## config.mk

```make
export PLATFORM = sky130hd
export DESIGN_NAME = bbc_slot_cell
export DESIGN_NICKNAME = d
export VERILOG_FILES = /design/src/rtl/core/assert_macros.svh /design/src/rtl/core/bbc_pkg.sv /design/src/rtl/core/bbc_slot_cell.sv
export SDC_FILE = /design/constraint.sdc
export NUM_CORES = 1
export LEC_CHECK = 0
export BUFFER_PORTS_ARGS = -buffer_cell sky130_fd_sc_hd__buf_4
export CAP_MARGIN = 10
export CORE_MARGIN = 1.5
export CORE_UTILIZATION = 48
export DETAILED_ROUTE_END_ITERATION = 10
export PLACE_DENSITY_LB_ADDON = 0.1
export REMOVE_ABC_BUFFERS = 1
export SYNTH_ARGS = -nofsm -noshare
export SYNTH_HDL_FRONTEND = slang
export SYNTH_SLANG_ARGS = --single-unit
```

## constraint.sdc

```tcl
create_clock -name clock -period 2.6 [get_ports clock]
set_input_delay 0.52 -clock clock [delete_from_list [all_inputs] [get_ports clock]]
set_output_delay 0.52 -clock clock [all_outputs]
set_load 0.03 [all_outputs]
```

## src/rtl/core/assert_macros.svh

```systemverilog
// Assertion macros for the buffer cache directory RTL.
// Each macro takes a label, the clock, the reset and the checked terms.
`ifndef ASSERT_MACROS_SVH
`define ASSERT_MACROS_SVH

// Check a condition at every clock edge outside reset
`define CHK_HOLDS(label, clk, rst, expr) \
   label: assert property (@(posedge clk) disable iff (rst) (expr)) \
      else $error("check failed");

// Check that a condition implies another in the same cycle
`define CHK_IMPLIES(label, clk, rst, ante, cons) \
   label: assert property (@(posedge clk) disable iff (rst) (ante) |-> (cons)) \
      else $error("check failed");

// Check that a condition implies another in the next cycle
`define CHK_NEXT(label, clk, rst, ante, cons) \
   label: assert property (@(posedge clk) disable iff (rst) (ante) |=> (cons)) \
      else $error("check failed");

`endif

```

## src/rtl/core/bbc_pkg.sv

```systemverilog
// Shared types and constants of the block buffer cache directory.
// Used by the slot cells, the release list cells and the top level.
package bbc_pkg;

   // Field widths of the request and response words
   localparam int TAG_W    = 32;
   localparam int SLOT_W   = 6;
   localparam int STATUS_W = 4;
   localparam int COUNT_W  = 8;
   localparam int KIND_W   = 2;

   // Commands
   localparam logic CMD_GET = 1'b0;
   localparam logic CMD_PUT = 1'b1;

   // Address kinds
   localparam logic [KIND_W-1:0] KIND_MAPPED = 2'd0;
   localparam logic [KIND_W-1:0] KIND_ZERO   = 2'd1;

   // Response status codes
   localparam logic [STATUS_W-1:0] ST_HIT       = 4'd0;
   localparam logic [STATUS_W-1:0] ST_MISS      = 4'd1;
   localparam logic [STATUS_W-1:0] ST_ZERO      = 4'd2;
   localparam logic [STATUS_W-1:0] ST_UNMAPPED  = 4'd3;
   localparam logic [STATUS_W-1:0] ST_NOBUF     = 4'd4;
   localparam logic [STATUS_W-1:0] ST_SATURATED = 4'd5;
   localparam logic [STATUS_W-1:0] ST_HELD      = 4'd6;
   localparam logic [STATUS_W-1:0] ST_RELEASED  = 4'd7;
   localparam logic [STATUS_W-1:0] ST_UNHELD    = 4'd8;

   localparam logic [COUNT_W-1:0] COUNT_MAX = 8'hFF;

   // Operation on one slot cell, the target slot travels beside it
   typedef struct packed {
      logic alloc;
      logic incr;
      logic decr;
   } bbc_slot_op_type;

   // Operation on the release list chain
   typedef struct packed {
      logic push;
      logic pull;
   } bbc_list_op_type;

endpackage

```

## src/rtl/core/bbc_slot_cell.sv

```systemverilog
// One slot of the directory: tags, reference count and resident flag.
// Depends on bbc_pkg for field widths and the slot operation struct.
module bbc_slot_cell #(
   parameter int SW       = 6,
   parameter int CELL_IDX = 0
) (
   input  logic                         clock,
   input  logic                         reset,
   input  bbc_pkg::bbc_slot_op_type     op,
   input  logic [SW-1:0]                op_slot,
   input  logic [bbc_pkg::TAG_W-1:0]    file_id,
   input  logic [bbc_pkg::TAG_W-1:0]    block_index,
   output logic                         hit,
   output logic [bbc_pkg::COUNT_W-1:0]  ref_count
);
   import bbc_pkg::*;

   logic [TAG_W-1:0]   file_tag_ff, file_tag_in;
   logic [TAG_W-1:0]   index_tag_ff, index_tag_in;
   logic [COUNT_W-1:0] count_ff, count_in;
   logic               resident_ff, resident_in;
   logic               sel;

   // Apply the operation when it targets this slot
   always_comb begin
      sel          = (op_slot == SW'(CELL_IDX));
      file_tag_in  = file_tag_ff;
      index_tag_in = index_tag_ff;
      count_in     = count_ff;
      resident_in  = resident_ff;
      if (sel) begin
         if (op.alloc) begin
            file_tag_in  = file_id;
            index_tag_in = block_index;
            count_in     = COUNT_W'(1);
            resident_in  = 1'b1;
         end else if (op.incr) begin
            count_in = count_ff + 1'b1;
         end else if (op.decr) begin
            count_in = count_ff - 1'b1;
         end
      end
   end

   // Compare the tags against the word under lookup
   assign hit       = resident_ff && (file_tag_ff == file_id) && (index_tag_ff == block_index);
   assign ref_count = count_ff;

   always_ff @(posedge clock) begin
      if (reset) begin
         count_ff    <= '0;
         resident_ff <= 1'b0;
      end else begin
         count_ff    <= count_in;
         resident_ff <= resident_in;
      end
   end

   // Tags hold no reset, they are read only while resident
   always_ff @(posedge clock) begin
      file_tag_ff  <= file_tag_in;
      index_tag_ff <= index_tag_in;
   end

endmodule

```

==> impl_results.md <==
* Dominant cell type by area after synthesis: edfxtp_1
* Total grt overflow at 0
* CP Capture Type: primary output
* Overall Power at 2.320 mW
* Clk root buf: clkbuf_8
* Post-synth EDFFs at 64
* Hold Fails Final Rpt at 0
* Critical path's largest stage delay at 0.40 ns
* Final Max Tran Viols at 0
* Total CTS buffers at 9
* Final WL at 6.253 mm
* Top FF cell, synth: edfxtp_1
* Core ar. at 0.006756 sq mm
* PnR worst setup slack at 0.07519 ns
* Post-synthesis sequential area ratio at 63.11%
* Setup Crit Path Kind: reg -> out
* Most frequent cells in the layout: buf_4 (86), edfxtp_1 (64), xnor2_1 (33)
* Fin nets at 424
* Routed wire per std cell at 14.64 um
* Total track usage at 17.65%
* Final Skew at 0.0008870 ns
* Initial DRC Count at 125
* Number of routed nets with antenna violations at 0
* IO Port Bufs at 83
* Critical Path Start Type: flop
* Cells after Synth at 247
* First-pass GRT wire length at 9.956 mm
* Largest cells by area after synthesis: edfxtp_1 (58%), xnor2_1 (8.7%), dfxtp_1 (5.4%)
* Mapped Area at 0.003331 sq mm
* Pre-antenna DRT Iters at 4
* Deepest clock path buffer count at 2
* Syn_area_per_cell at 13.48 sq um
* FMAX at 396.1 MHz
* Yosys reg bits at 73
* DP Wirelength at 4.571 mm
* Die Y at 86.30 um
* Largest net degree at the start of global routing at 66
* Max-cap viol count at 0
* Final min period at 2.525 ns
* Power per cell area at 540.7 mW/mm^2
* Pleak at 1.644 nW
* ANT cells at 0
* Placed Area at 0.004083 sq mm
* Worst-path clk slew at 0.08 ns
* Row count at 30
* Worst VDD drop at 246.0 uV
* CP max-delay cell: edfxtp_1
* Crit path buf inv count at 2
* Synthesis-to-finish area growth at 28.81%
* Initial Util at 49.30%
* Crit Path Max Fanout at 1
* Vias in the first global route at 2216
* Period utilization at 97.11%
* Via count at 2258
* Residual DRC at 0
* Arr. time, crit path at 2.00 ns
* Htree depth at 3
* Pre-CTS WS at -0.1103 ns
* Vias per inst at 5.288
* Hold Crit Class: in -> reg
* Setup violations, final at 0
* Synth warn at 0
* Dpl cells at 411
* Max-slew headroom at 67.81%
* Top-area cell type share of the netlist area at 57.70%
* Clk sinks at 73
* Hold buffers post-CTS at 0
* Netlist cell types at 46
* Commonest non-fill, non-tap cell in the layout: buf_4
* Post-route setup TNS at 0 ns
* Synth async-reset ratio at 0%
* Chip width at 86.30 um
* Setup Buffers After CTS at 0
* Ports at 84
* RSZ-0062 raised after global routing: true
* Share of cells above drive strength 1 at 31.12%
* Worst Max-Slew Pin Slew at 0.4815 ns
* CTS tree: built
* Delay-heaviest family, CP: simple AND/OR/NAND/NOR gates
* Crit path required time at 2.08 ns
* CP cell instances: xnor2_1, nand4_1, nor4_4, buf_4, nand4_1, nor4_2, buf_4
* Die area at 0.007448 sq mm
* Status: completed
* Worst skew pair latency at 0.33 ns
* Fin area at 0.004290 sq mm
* Initial antenna violation count at 0
* Non-Filler Instances at 427
* Fillers at 563
* GPL Wtd Cong at 0.8434
kinds of logic after synthesis:
kind of cell | Yosys count | synth area share (%)
AND/OR/NAND/NOR | 58 | 10.18
AO/OA/AOI/OAI | 37 | 8.415
XOR/XNOR | 48 | 12.62
adder cells (fa/ha/maj) | 7 | 2.855
buffers and inverters | 24 | 2.818
flip-flops | 73 | 63.11
registers in the layout, summed over array words and instances (netlist names):
name          count
file_tag_ff      32
resident_ff       1
index_tag_ff     32
ref_count         8
layout make-up:
class                   count  area (sq um)  area share (%)
repair buffers             87         665.6           15.51
multi-input cells         150          1157           26.98
clock inverters             6         58.81           1.371
well taps                  80         100.1           2.333
clock buffers              10         127.6           2.975
inverters                  21         78.83           1.837
flip-flops and latches     73          2102           48.99
routing by layer:
metal,global-route usage (%),wire length [um]
met1,23.36,2897
met2,27.63,2874
met3,4.952,395
met4,7.185,86
met5,0,0
per-stage QoR:
| stage | hold WS (ns) | util (%) |
|---|---|---|
| 6_report | 0.3697 | 63.50 |
| 5_1_grt | 0.3446 | 63.50 |
| 4_1_cts | 0.3504 | 63.50 |
| 3_5_place_dp | 0.4842 | 60.43 |
| 3_3_place_gp | 0.4794 | 60.43 |
| 2_1_floorplan | 0.4579 | - |
worst reg2reg max path, cell delays in order (launching register included):
cell and delay (ns):
dfxtp_1 0.33, ha_1 0.32, nor2b_4 0.14, o21a_1 0.19, o211a_1 0.22, or3_1 0.34
a32o_1 0.22
synthesized netlist by cell type, types with 3 or more instances:
master     count
edfxtp_1      64
or3_1          4
nand4_1       11
o22ai_1        5
nand3_1        5
xor2_1        15
a21oi_1        3
xnor2_1       33
nor4_1         9
o2bb2ai_1      4
dfxtp_1        9
inv_1         21
nor3_1         6
o21ai_0        4
nor2_1        11
ha_1           6
where the power goes:
group / switching (mW) / total, mW / internal [mW]
combinational: 0.0818 / 0.199 / 0.117
sequential: 0.00331 / 1.28 / 1.28
clock: 0.401 / 0.838 / 0.437
timing repair:
action	4_1_cts	5_1_grt
pin swaps	1	2
resized for setup	3	0
setup endpoints to repair	1	1
path summary, 6_finish.rpt:
check,cells after the start,to,startpoint,slack (ns)
setup / recovery,7,hit,file_tag_ff[19],0.08
hold / removal,1,file_tag_ff[23],file_id[23],0.37
setup reg to reg,6,ref_count[6],ref_count[2],0.73
hold reg to reg,1,resident_ff,resident_ff,0.50
Power figures use the tool's default switching activity.
