File: config.mk
export PLATFORM = sky130hd
export DESIGN_NAME = bbc_list_cell
export DESIGN_NICKNAME = d
export VERILOG_FILES = /design/src/rtl/core/assert_macros.svh /design/src/rtl/core/bbc_pkg.sv /design/src/rtl/core/bbc_list_cell.sv
export SDC_FILE = /design/constraint.sdc
export NUM_CORES = 1
export LEC_CHECK = 0
export ABC_CLOCK_PERIOD_IN_PS = 900
export BUFFER_PORTS_ARGS = -buffer_cell sky130_fd_sc_hd__buf_4
export CAP_MARGIN = 15
export CORE_MARGIN = 8
export CORE_UTILIZATION = 28
export DETAILED_ROUTE_END_ITERATION = 12
export PLACE_DENSITY = 0.77
export RECOVER_POWER = 25
export SLEW_MARGIN = 0
export SYNTH_ARGS = -nofsm -noshare
export SYNTH_HDL_FRONTEND = slang
export SYNTH_SLANG_ARGS = --single-unit
File: constraint.sdc
create_clock -name clock -period 0.9 [get_ports clock]
set_input_delay 0.045 -clock clock [delete_from_list [all_inputs] [get_ports clock]]
set_output_delay 0.045 -clock clock [all_outputs]
set_load 0.01 [all_outputs]
File: src/rtl/core/assert_macros.svh
// Assertion macros for the buffer cache directory RTL.
// Each macro takes a label, the clock, the reset and the checked terms.
`ifndef ASSERT_MACROS_SVH
`define ASSERT_MACROS_SVH

// Check a condition at every clock edge outside reset
`define CHK_HOLDS(label, clk, rst, expr) \
   label: assert property (@(posedge clk) disable iff (rst) (expr)) \
      else $error("check failed");

// Check that a condition implies another in the same cycle
`define CHK_IMPLIES(label, clk, rst, ante, cons) \
   label: assert property (@(posedge clk) disable iff (rst) (ante) |-> (cons)) \
      else $error("check failed");

// Check that a condition implies another in the next cycle
`define CHK_NEXT(label, clk, rst, ante, cons) \
   label: assert property (@(posedge clk) disable iff (rst) (ante) |=> (cons)) \
      else $error("check failed");

`endif

File: src/rtl/core/bbc_pkg.sv
// Shared types and constants of the block buffer cache directory.
// Used by the slot cells, the release list cells and the top level.
package bbc_pkg;

   // Field widths of the request and response words
   localparam int TAG_W    = 32;
   localparam int SLOT_W   = 6;
   localparam int STATUS_W = 4;
   localparam int COUNT_W  = 8;
   localparam int KIND_W   = 2;

   // Commands
   localparam logic CMD_GET = 1'b0;
   localparam logic CMD_PUT = 1'b1;

   // Address kinds
   localparam logic [KIND_W-1:0] KIND_MAPPED = 2'd0;
   localparam logic [KIND_W-1:0] KIND_ZERO   = 2'd1;

   // Response status codes
   localparam logic [STATUS_W-1:0] ST_HIT       = 4'd0;
   localparam logic [STATUS_W-1:0] ST_MISS      = 4'd1;
   localparam logic [STATUS_W-1:0] ST_ZERO      = 4'd2;
   localparam logic [STATUS_W-1:0] ST_UNMAPPED  = 4'd3;
   localparam logic [STATUS_W-1:0] ST_NOBUF     = 4'd4;
   localparam logic [STATUS_W-1:0] ST_SATURATED = 4'd5;
   localparam logic [STATUS_W-1:0] ST_HELD      = 4'd6;
   localparam logic [STATUS_W-1:0] ST_RELEASED  = 4'd7;
   localparam logic [STATUS_W-1:0] ST_UNHELD    = 4'd8;

   localparam logic [COUNT_W-1:0] COUNT_MAX = 8'hFF;

   // Operation on one slot cell, the target slot travels beside it
   typedef struct packed {
      logic alloc;
      logic incr;
      logic decr;
   } bbc_slot_op_type;

   // Operation on the release list chain
   typedef struct packed {
      logic push;
      logic pull;
   } bbc_list_op_type;

endpackage

File: src/rtl/core/bbc_list_cell.sv
// One position of the release list chain, most recent release at position 0.
// Depends on bbc_pkg for the list operation struct.
module bbc_list_cell #(
   parameter int SW       = 6,
   parameter int CELL_IDX = 0
) (
   input  logic                      clock,
   input  bbc_pkg::bbc_list_op_type  op,
   input  logic [SW-1:0]             op_pos,
   input  logic [SW-1:0]             left_entry,
   input  logic [SW-1:0]             right_entry,
   input  logic [SW-1:0]             key,
   input  logic [SW:0]               list_len,
   output logic [SW-1:0]             entry,
   output logic                      key_hit,
   output logic                      is_tail
);
   import bbc_pkg::*;

   logic [SW-1:0] entry_ff, entry_in;
   logic          in_list;

   // Shift right on a push, close the gap from the right on a pull
   always_comb begin
      entry_in = entry_ff;
      if (op.push) begin
         entry_in = left_entry;
      end else if (op.pull && (SW'(CELL_IDX) >= op_pos)) begin
         entry_in = right_entry;
      end
   end

   // Flag the key slot and the oldest entry
   assign in_list = ((SW+1)'(CELL_IDX) < list_len);
   assign key_hit = in_list && (entry_ff == key);
   assign is_tail = ((SW+1)'(CELL_IDX + 1) == list_len);
   assign entry   = entry_ff;

   always_ff @(posedge clock) begin
      entry_ff <= entry_in;
   end

endmodule

==> impl_metrics.yaml, run 1 <==
status:
  outcome: "finished, violations left"
  failed_checks: "negative setup slack"
sta:
  whs_ns: 0.115
  worst_pin_slew_ns: 0.339
  grt_setup_unrepaired: "yes"
  maxSlewHeadroom_pct: 77.4
  finalSetupViolCount: 5
  hold_viol: 0
  layout_setup_ws_ns: -0.429
  slew_viol_final: 0
  min_period_ns: 1.33
  fmax_ghz: 0.752
  min_period_over_period_pct: 148
grt:
  grt_pass1_vias: 487
  grt_use_total_pct: 8.67
  grt_max_degree: 8
  grt_pass1_wl_um: 1850
  antenna_found_initial: 0
  overflow: 0
cts:
  clockRootBuffer: "clkbuf_4"
  cts.sinks: 6
  numCtsBuffers: 3
  clockBufferDepth: 2
  h-tree-depth: 1
  path_clk_slew_ns: 0.04
  cts_tree: "built"
  postCtsHoldBufs: 0
yosys:
  synth-compound-area-share_pct: 2.03
  synthesis.nets: 61
  syn-instance-count: 27
  synthSimpleGateAreaFrac_pct: 15.9
  yosysTopAreaCell: "edfxtp_1"
  yosysSeqAreaShare_pct: 48.6
  synthMuxAreaShare_pct: 18.2
  ys_ff_latch: 6
  synth_top_family_by_area: "multiplexers"
  yosys.area.top_type_share_pct: 48.6
  synthXorXnorAreaFrac_pct: 14.2
  syn_avg_cell_area_um2: 13.7
  yosys_warnings: 0
  synthAdderAreaFrac_pct: 0
  synthesis.area_um2: 370
  ys_types: 12
  synth_top_cells_by_area: "edfxtp_1 49%, mux2_2 18%, xnor2_1 9.5%, xor2_1 4.7%, nor4b_2 4.1%"
floorplan:
  core_um2: 1270
  rows: 13
  initial_core_util_pct: 29.2
  pin_count: 42
  die_area_um2: 2740
  die_w_um: 52.4
  die_h_um: 52.4
final_layout:
  regArea_um2: 180
  largest_reg_flops: 6
  layout_commonest_cell: "buf_4"
  multiInputGateArea_um2: 201
  syn2layout_area_growth_pct: 113
  antenna_cells_inserted: 0
  drive_gt1_share_pct: 75.7
  nNetsFinal: 110
  fillers: 105
  final_cell_mix: "36 x buf_4, 8 x buf_6, 6 x mux2_2, 6 x edfxtp_1, 4 x xnor2_1"
  fin_area_um2: 787
power:
  vdd_ir_drop_max_mv: 0.698
  powerDensity_nw_per_um2: 1130
  leakagePower_nw: 0.358
min_path:
  holdPathStages: 2
  holdPathEnd: "entry[4]"
  hp-start: "left_entry[4]"
  min_path_type: "primary input to flip-flop"
critical_path:
  crit_type: "flip-flop to primary output"
  cp.required_ns: 0.85
  crit_path_max_fanout: 2
  crit_arrival_ns: 1.28
  setup.worst_path.start_class: "flip-flop"
  end_kind: "primary output"
detailed_routing:
  drt-pass1-iter-count: 3
  route.detailed.drc: 0
  postRouteWirelength_um: 1330
  antenna_left: 0
  routedWlPerCell_um: 15.0
  dr_total_vias: 412
  drtIter0Drc: 1
  viasPerCell: 4.63
place:
  io_buffers: 41
  hpwl_um: 1090
  placed_cell_area_um2: 731
  dpl_worst_slack_ns: -0.331
  gp_congestion: 0.806
job:
  maxCapViolCount: 0
## worst max-delay path by stage
stage                     slack [ns]  cells past startpoint         from      end
after floorplan                -0.09                      2     entry[5]  key_hit
after global placement         -0.33                      5  list_len[5]  key_hit
after detailed placement       -0.33                      5  list_len[5]  key_hit
after CTS                      -0.41                      4     entry[3]  key_hit
after global routing           -0.61                      4     entry[3]  key_hit
final                          -0.43                      4     entry[3]  key_hit
## power by group
part	internal [mW]	switching [mW]	total, mW	leakage, nW
clock	0.150	0.0819	0.232	0.0138
combinational	0.205	0.0939	0.299	0.285
sequential	0.342	0.0196	0.362	0.0588
## synthesized netlist by cell type
| cell | n |
|---|---|
| edfxtp_1 | 6 |
| nor4_1 | 2 |
| nor4b_1 | 1 |
| mux2_2 | 6 |
| nand4_1 | 1 |
| nor4b_2 | 1 |
| or4_4 | 1 |
| nor3_1 | 1 |
| xor2_1 | 2 |
| clkbuf_1 | 1 |
| xnor2_1 | 4 |
| a21o_1 | 1 |
## kinds of logic (layout without fill, tap and decap cells)
logic type      count (synthesis)  in the layout
buf+inv                         1             48
simple gates                    7              7
xor+xnor                        6              6
mux                             6              6
compound gates                  1              1
flops                           6              6
## critical path: stages, from the launching register on
cell	delay (ns)
edfxtp_1	0.41
xnor2_1	0.20
nand4_1	0.15
nor4_2	0.14
buf_4	0.16
## routing by layer
layer  vias to the layer above  global-route usage [%]  part of all wire, %
met5                         -                       0                    0
met1                       175                    7.95                   37
met3                         0                    5.97                   19
met2                        35                    14.4                   44
met4                         0                    3.88                    0
li1                        202                       -                    -
## stage by stage
step	cells	util [%]	power (mW)	setup TNS, ns
2_1_floorplan	27	-	0.450	-0.122
3_3_place_gp	85	57.6	0.629	-1.51
3_5_place_dp	85	57.6	0.636	-1.64
4_1_cts	89	62.0	0.898	-0.906
5_1_grt	89	62.0	0.936	-1.21
6_report	89	62.0	0.892	-0.919
## layout make-up
cell class | instances | area share [%]
clock buffers | 3 | 2.86
multi-input cells | 20 | 25.6
flip-flops and latches | 6 | 22.9
well taps | 15 | 2.38
repair buffers | 45 | 46.3
## what timing repair did
item | in CTS | in global routing
setup endpoints to repair | 5 | 5
hold endpoints to repair | 0 | 0
pin swaps | 1 | 0
gates resized for setup | 7 | 3
buffers inserted | 3 | 2
(Power assumes the default switching activity.)
==> inputs of run 2 (changes only) <==
--- a/config.mk
+++ b/config.mk
@@ -5,13 +5,14 @@
 export SDC_FILE = /design/constraint.sdc
 export NUM_CORES = 1
 export LEC_CHECK = 0
+export ABC_AREA = 1
 export ABC_CLOCK_PERIOD_IN_PS = 900
 export BUFFER_PORTS_ARGS = -buffer_cell sky130_fd_sc_hd__buf_4
 export CAP_MARGIN = 15
 export CORE_MARGIN = 8
-export CORE_UTILIZATION = 28
+export CORE_UTILIZATION = 31
 export DETAILED_ROUTE_END_ITERATION = 12
-export PLACE_DENSITY = 0.77
+export PLACE_DENSITY = 0.78
 export RECOVER_POWER = 25
 export SLEW_MARGIN = 0
 export SYNTH_ARGS = -nofsm -noshare
==> impl_metrics.yaml, run 2 <==
yosys:
  yosysTopAreaCell: "edfxtp_1"
  synth_edf_count: 6
  yosys.area.top_type_share_pct: 39.5
  async_reset_ff_share_pct: 0
  syn_avg_cell_area_um2: 5.78
  yosysSeqAreaShare_pct: 39.5
  ys_types: 5
  synthFlopType: "edfxtp_1"
  synthesis.area_um2: 457
  yosys_warnings: 0
  synth_common_cells: "42 x nand2_1, 18 x inv_1, 12 x nor2_1"
  synth_top_cells_by_area: "edfxtp_1 39%, nand2_1 35%, inv_1 15%, nor2_1 9.9%, nand4_1 1.4%"
  synthesis.nets: 113
  syn-instance-count: 79
  synthMostInstantiatedCell: "nand2_1"
  ys_ff_latch: 6
floorplan:
  initial_core_util_pct: 31.8
  die_h_um: 54.4
  core_um2: 1440
  die_area_um2: 2960
  pin_count: 42
  rows: 14
  die_w_um: 54.4
sta:
  grt_setup_unrepaired: "yes"
  maxSlewHeadroom_pct: 82.4
  slew_viol_final: 0
  min_period_ns: 1.20
  finalSetupViolCount: 7
  hold_viol: 0
  fmax_ghz: 0.832
  layout_setup_ws_ns: -0.301
  setup_tns_ns: -0.677
  min_period_over_period_pct: 133
  worst_pin_slew_ns: 0.264
detailed_routing:
  wl_met3_um: 229
  dr_total_vias: 620
  drt-pass1-iter-count: 2
  drtIter0Drc: 1
  m1WireLength_um: 506
  antenna_left: 0
  routedWlPerCell_um: 9.72
  met2_length_um: 686
  route.detailed.drc: 0
  top_layer_used: "met4"
  postRouteWirelength_um: 1430
  viasPerCell: 4.22
min_path:
  min_path_type: "primary input to flip-flop"
critical_path:
  end_kind: "primary output"
  crit_chain: "nand2_1, nand2_1, nor2_1, nand2_1, nor2_2, buf_4"
  crit_type: "flip-flop to primary output"
  crit_end: "key_hit"
  cpPeakStageDelay_ns: 0.42
  slowest_stage: "edfxtp_1"
  cp.depth: 6
  cp.required_ns: 0.85
  setup.worst_path.start_class: "flip-flop"
  crit_arrival_ns: 1.16
  cp_top_family: "flip-flops"
  cpMostUsedCell: "nand2_1"
  crit_path_max_fanout: 3
  crit_start: "entry[1]"
  critPathBufInv: 1
grt:
  grt_use_total_pct: 10.3
  grt_pass1_vias: 618
  grt_pass1_wl_um: 2250
  overflow: 0
  grt_max_degree: 8
  antenna_found_initial: 0
power:
  leakagePower_nw: 0.546
  vdd_ir_drop_max_mv: 0.675
  powerDensity_nw_per_um2: 1050
cts:
  cts.sinks: 6
  h-tree-depth: 1
  numCtsBuffers: 3
  cts_tree: "built"
  postCtsHoldBufs: 0
  path_clk_slew_ns: 0.04
  clockBufferDepth: 2
  clockRootBuffer: "clkbuf_4"
place:
  dpl_worst_slack_ns: -0.0455
  hpwl_um: 1240
  io_buffers: 41
  gp_congestion: 0.738
  dp_cells: 143
final_layout:
  fin_cells: 147
  syn2layout_area_growth_pct: 96.2
  largest_reg_flops: 6
  regArea_um2: 180
  fillers: 136
  multiInputGateArea_um2: 211
  layout_commonest_cell: "nand2_1"
  fin_util_pct: 62.4
  final_cell_mix: "42 x nand2_1, 38 x buf_4, 18 x inv_1"
  drive_gt1_share_pct: 38.9
  nNetsFinal: 167
  antenna_cells_inserted: 0
status:
  outcome: "finished, violations left"
  failed_checks: "negative setup slack"
job:
  maxCapViolCount: 0
[run 2: cell count changes after synthesis, moves of 2 or more]
cell / delta
inv_1: +18
mux2_2: -6
nand2_1: +42
nor2_1: +12
nor4_1: -2
xnor2_1: -4
xor2_1: -2
[run 2: metrics by stage]
step | area (um2) | power, mW | hold slack (ns)
2_1_floorplan | 459 | 0.466 | 0.187
3_3_place_gp | 840 | 0.669 | 0.311
3_5_place_dp | 840 | 0.678 | 0.315
4_1_cts | 885 | 0.942 | 0.0651
5_1_grt | 896 | 1.02 | 0.0635
6_report | 896 | 0.940 | 0.0695
[run 2: repair_timing]
action / 4_1_cts / 5_1_grt
pin swaps: 2 / 0
gates resized for setup: 6 / 3
setup endpoints to repair: 7 / 7
endpoints found under the hold margin: 0 / 0
buffers inserted: 5 / 4
[run 2: per-layer routing]
metal  up-vias  GRT usage [%]
met4         0           6.15
met3         2           5.71
li1        331              -
met2        32           17.4
met1       255           9.52
met5         -              0
[run 2: layout make-up]
type	count	share of cell area, %
Clock buffer	3	2.51
Multi-Input combinational cell	55	23.6
Timing Repair Buffer	49	44.0
Sequential cell	6	20.1
Tap cell	16	2.23
Inverter	18	7.54
[run 2: report_power, final]
group	switching [mW]	internal, mW	leakage (nW)
clock	0.0862	0.150	0.0138
combinational	0.126	0.215	0.474
sequential	0.0200	0.342	0.0585
total	0.232	0.708	0.546
[run 2: how the worst min path moves through the flow]
stage / from / endpoint / slack (ns) / cells past startpoint
global placement: right_entry[1] / entry[1] / 0.31 / 3
finish: right_entry[3] / entry[3] / 0.07 / 3
floorplan: list_len[0] / is_tail / 0.19 / 2
CTS: right_entry[1] / entry[1] / 0.07 / 3
detailed placement: right_entry[1] / entry[1] / 0.32 / 3
global route: right_entry[1] / entry[1] / 0.06 / 3
[run 2: cells by family (layout without fill, tap and decap cells)]
kind of cell	count (synthesis)	after routing	synth area share (%)
flops	6	6	39.5
buf+inv	18	70	14.8
simple gates	55	55	45.8
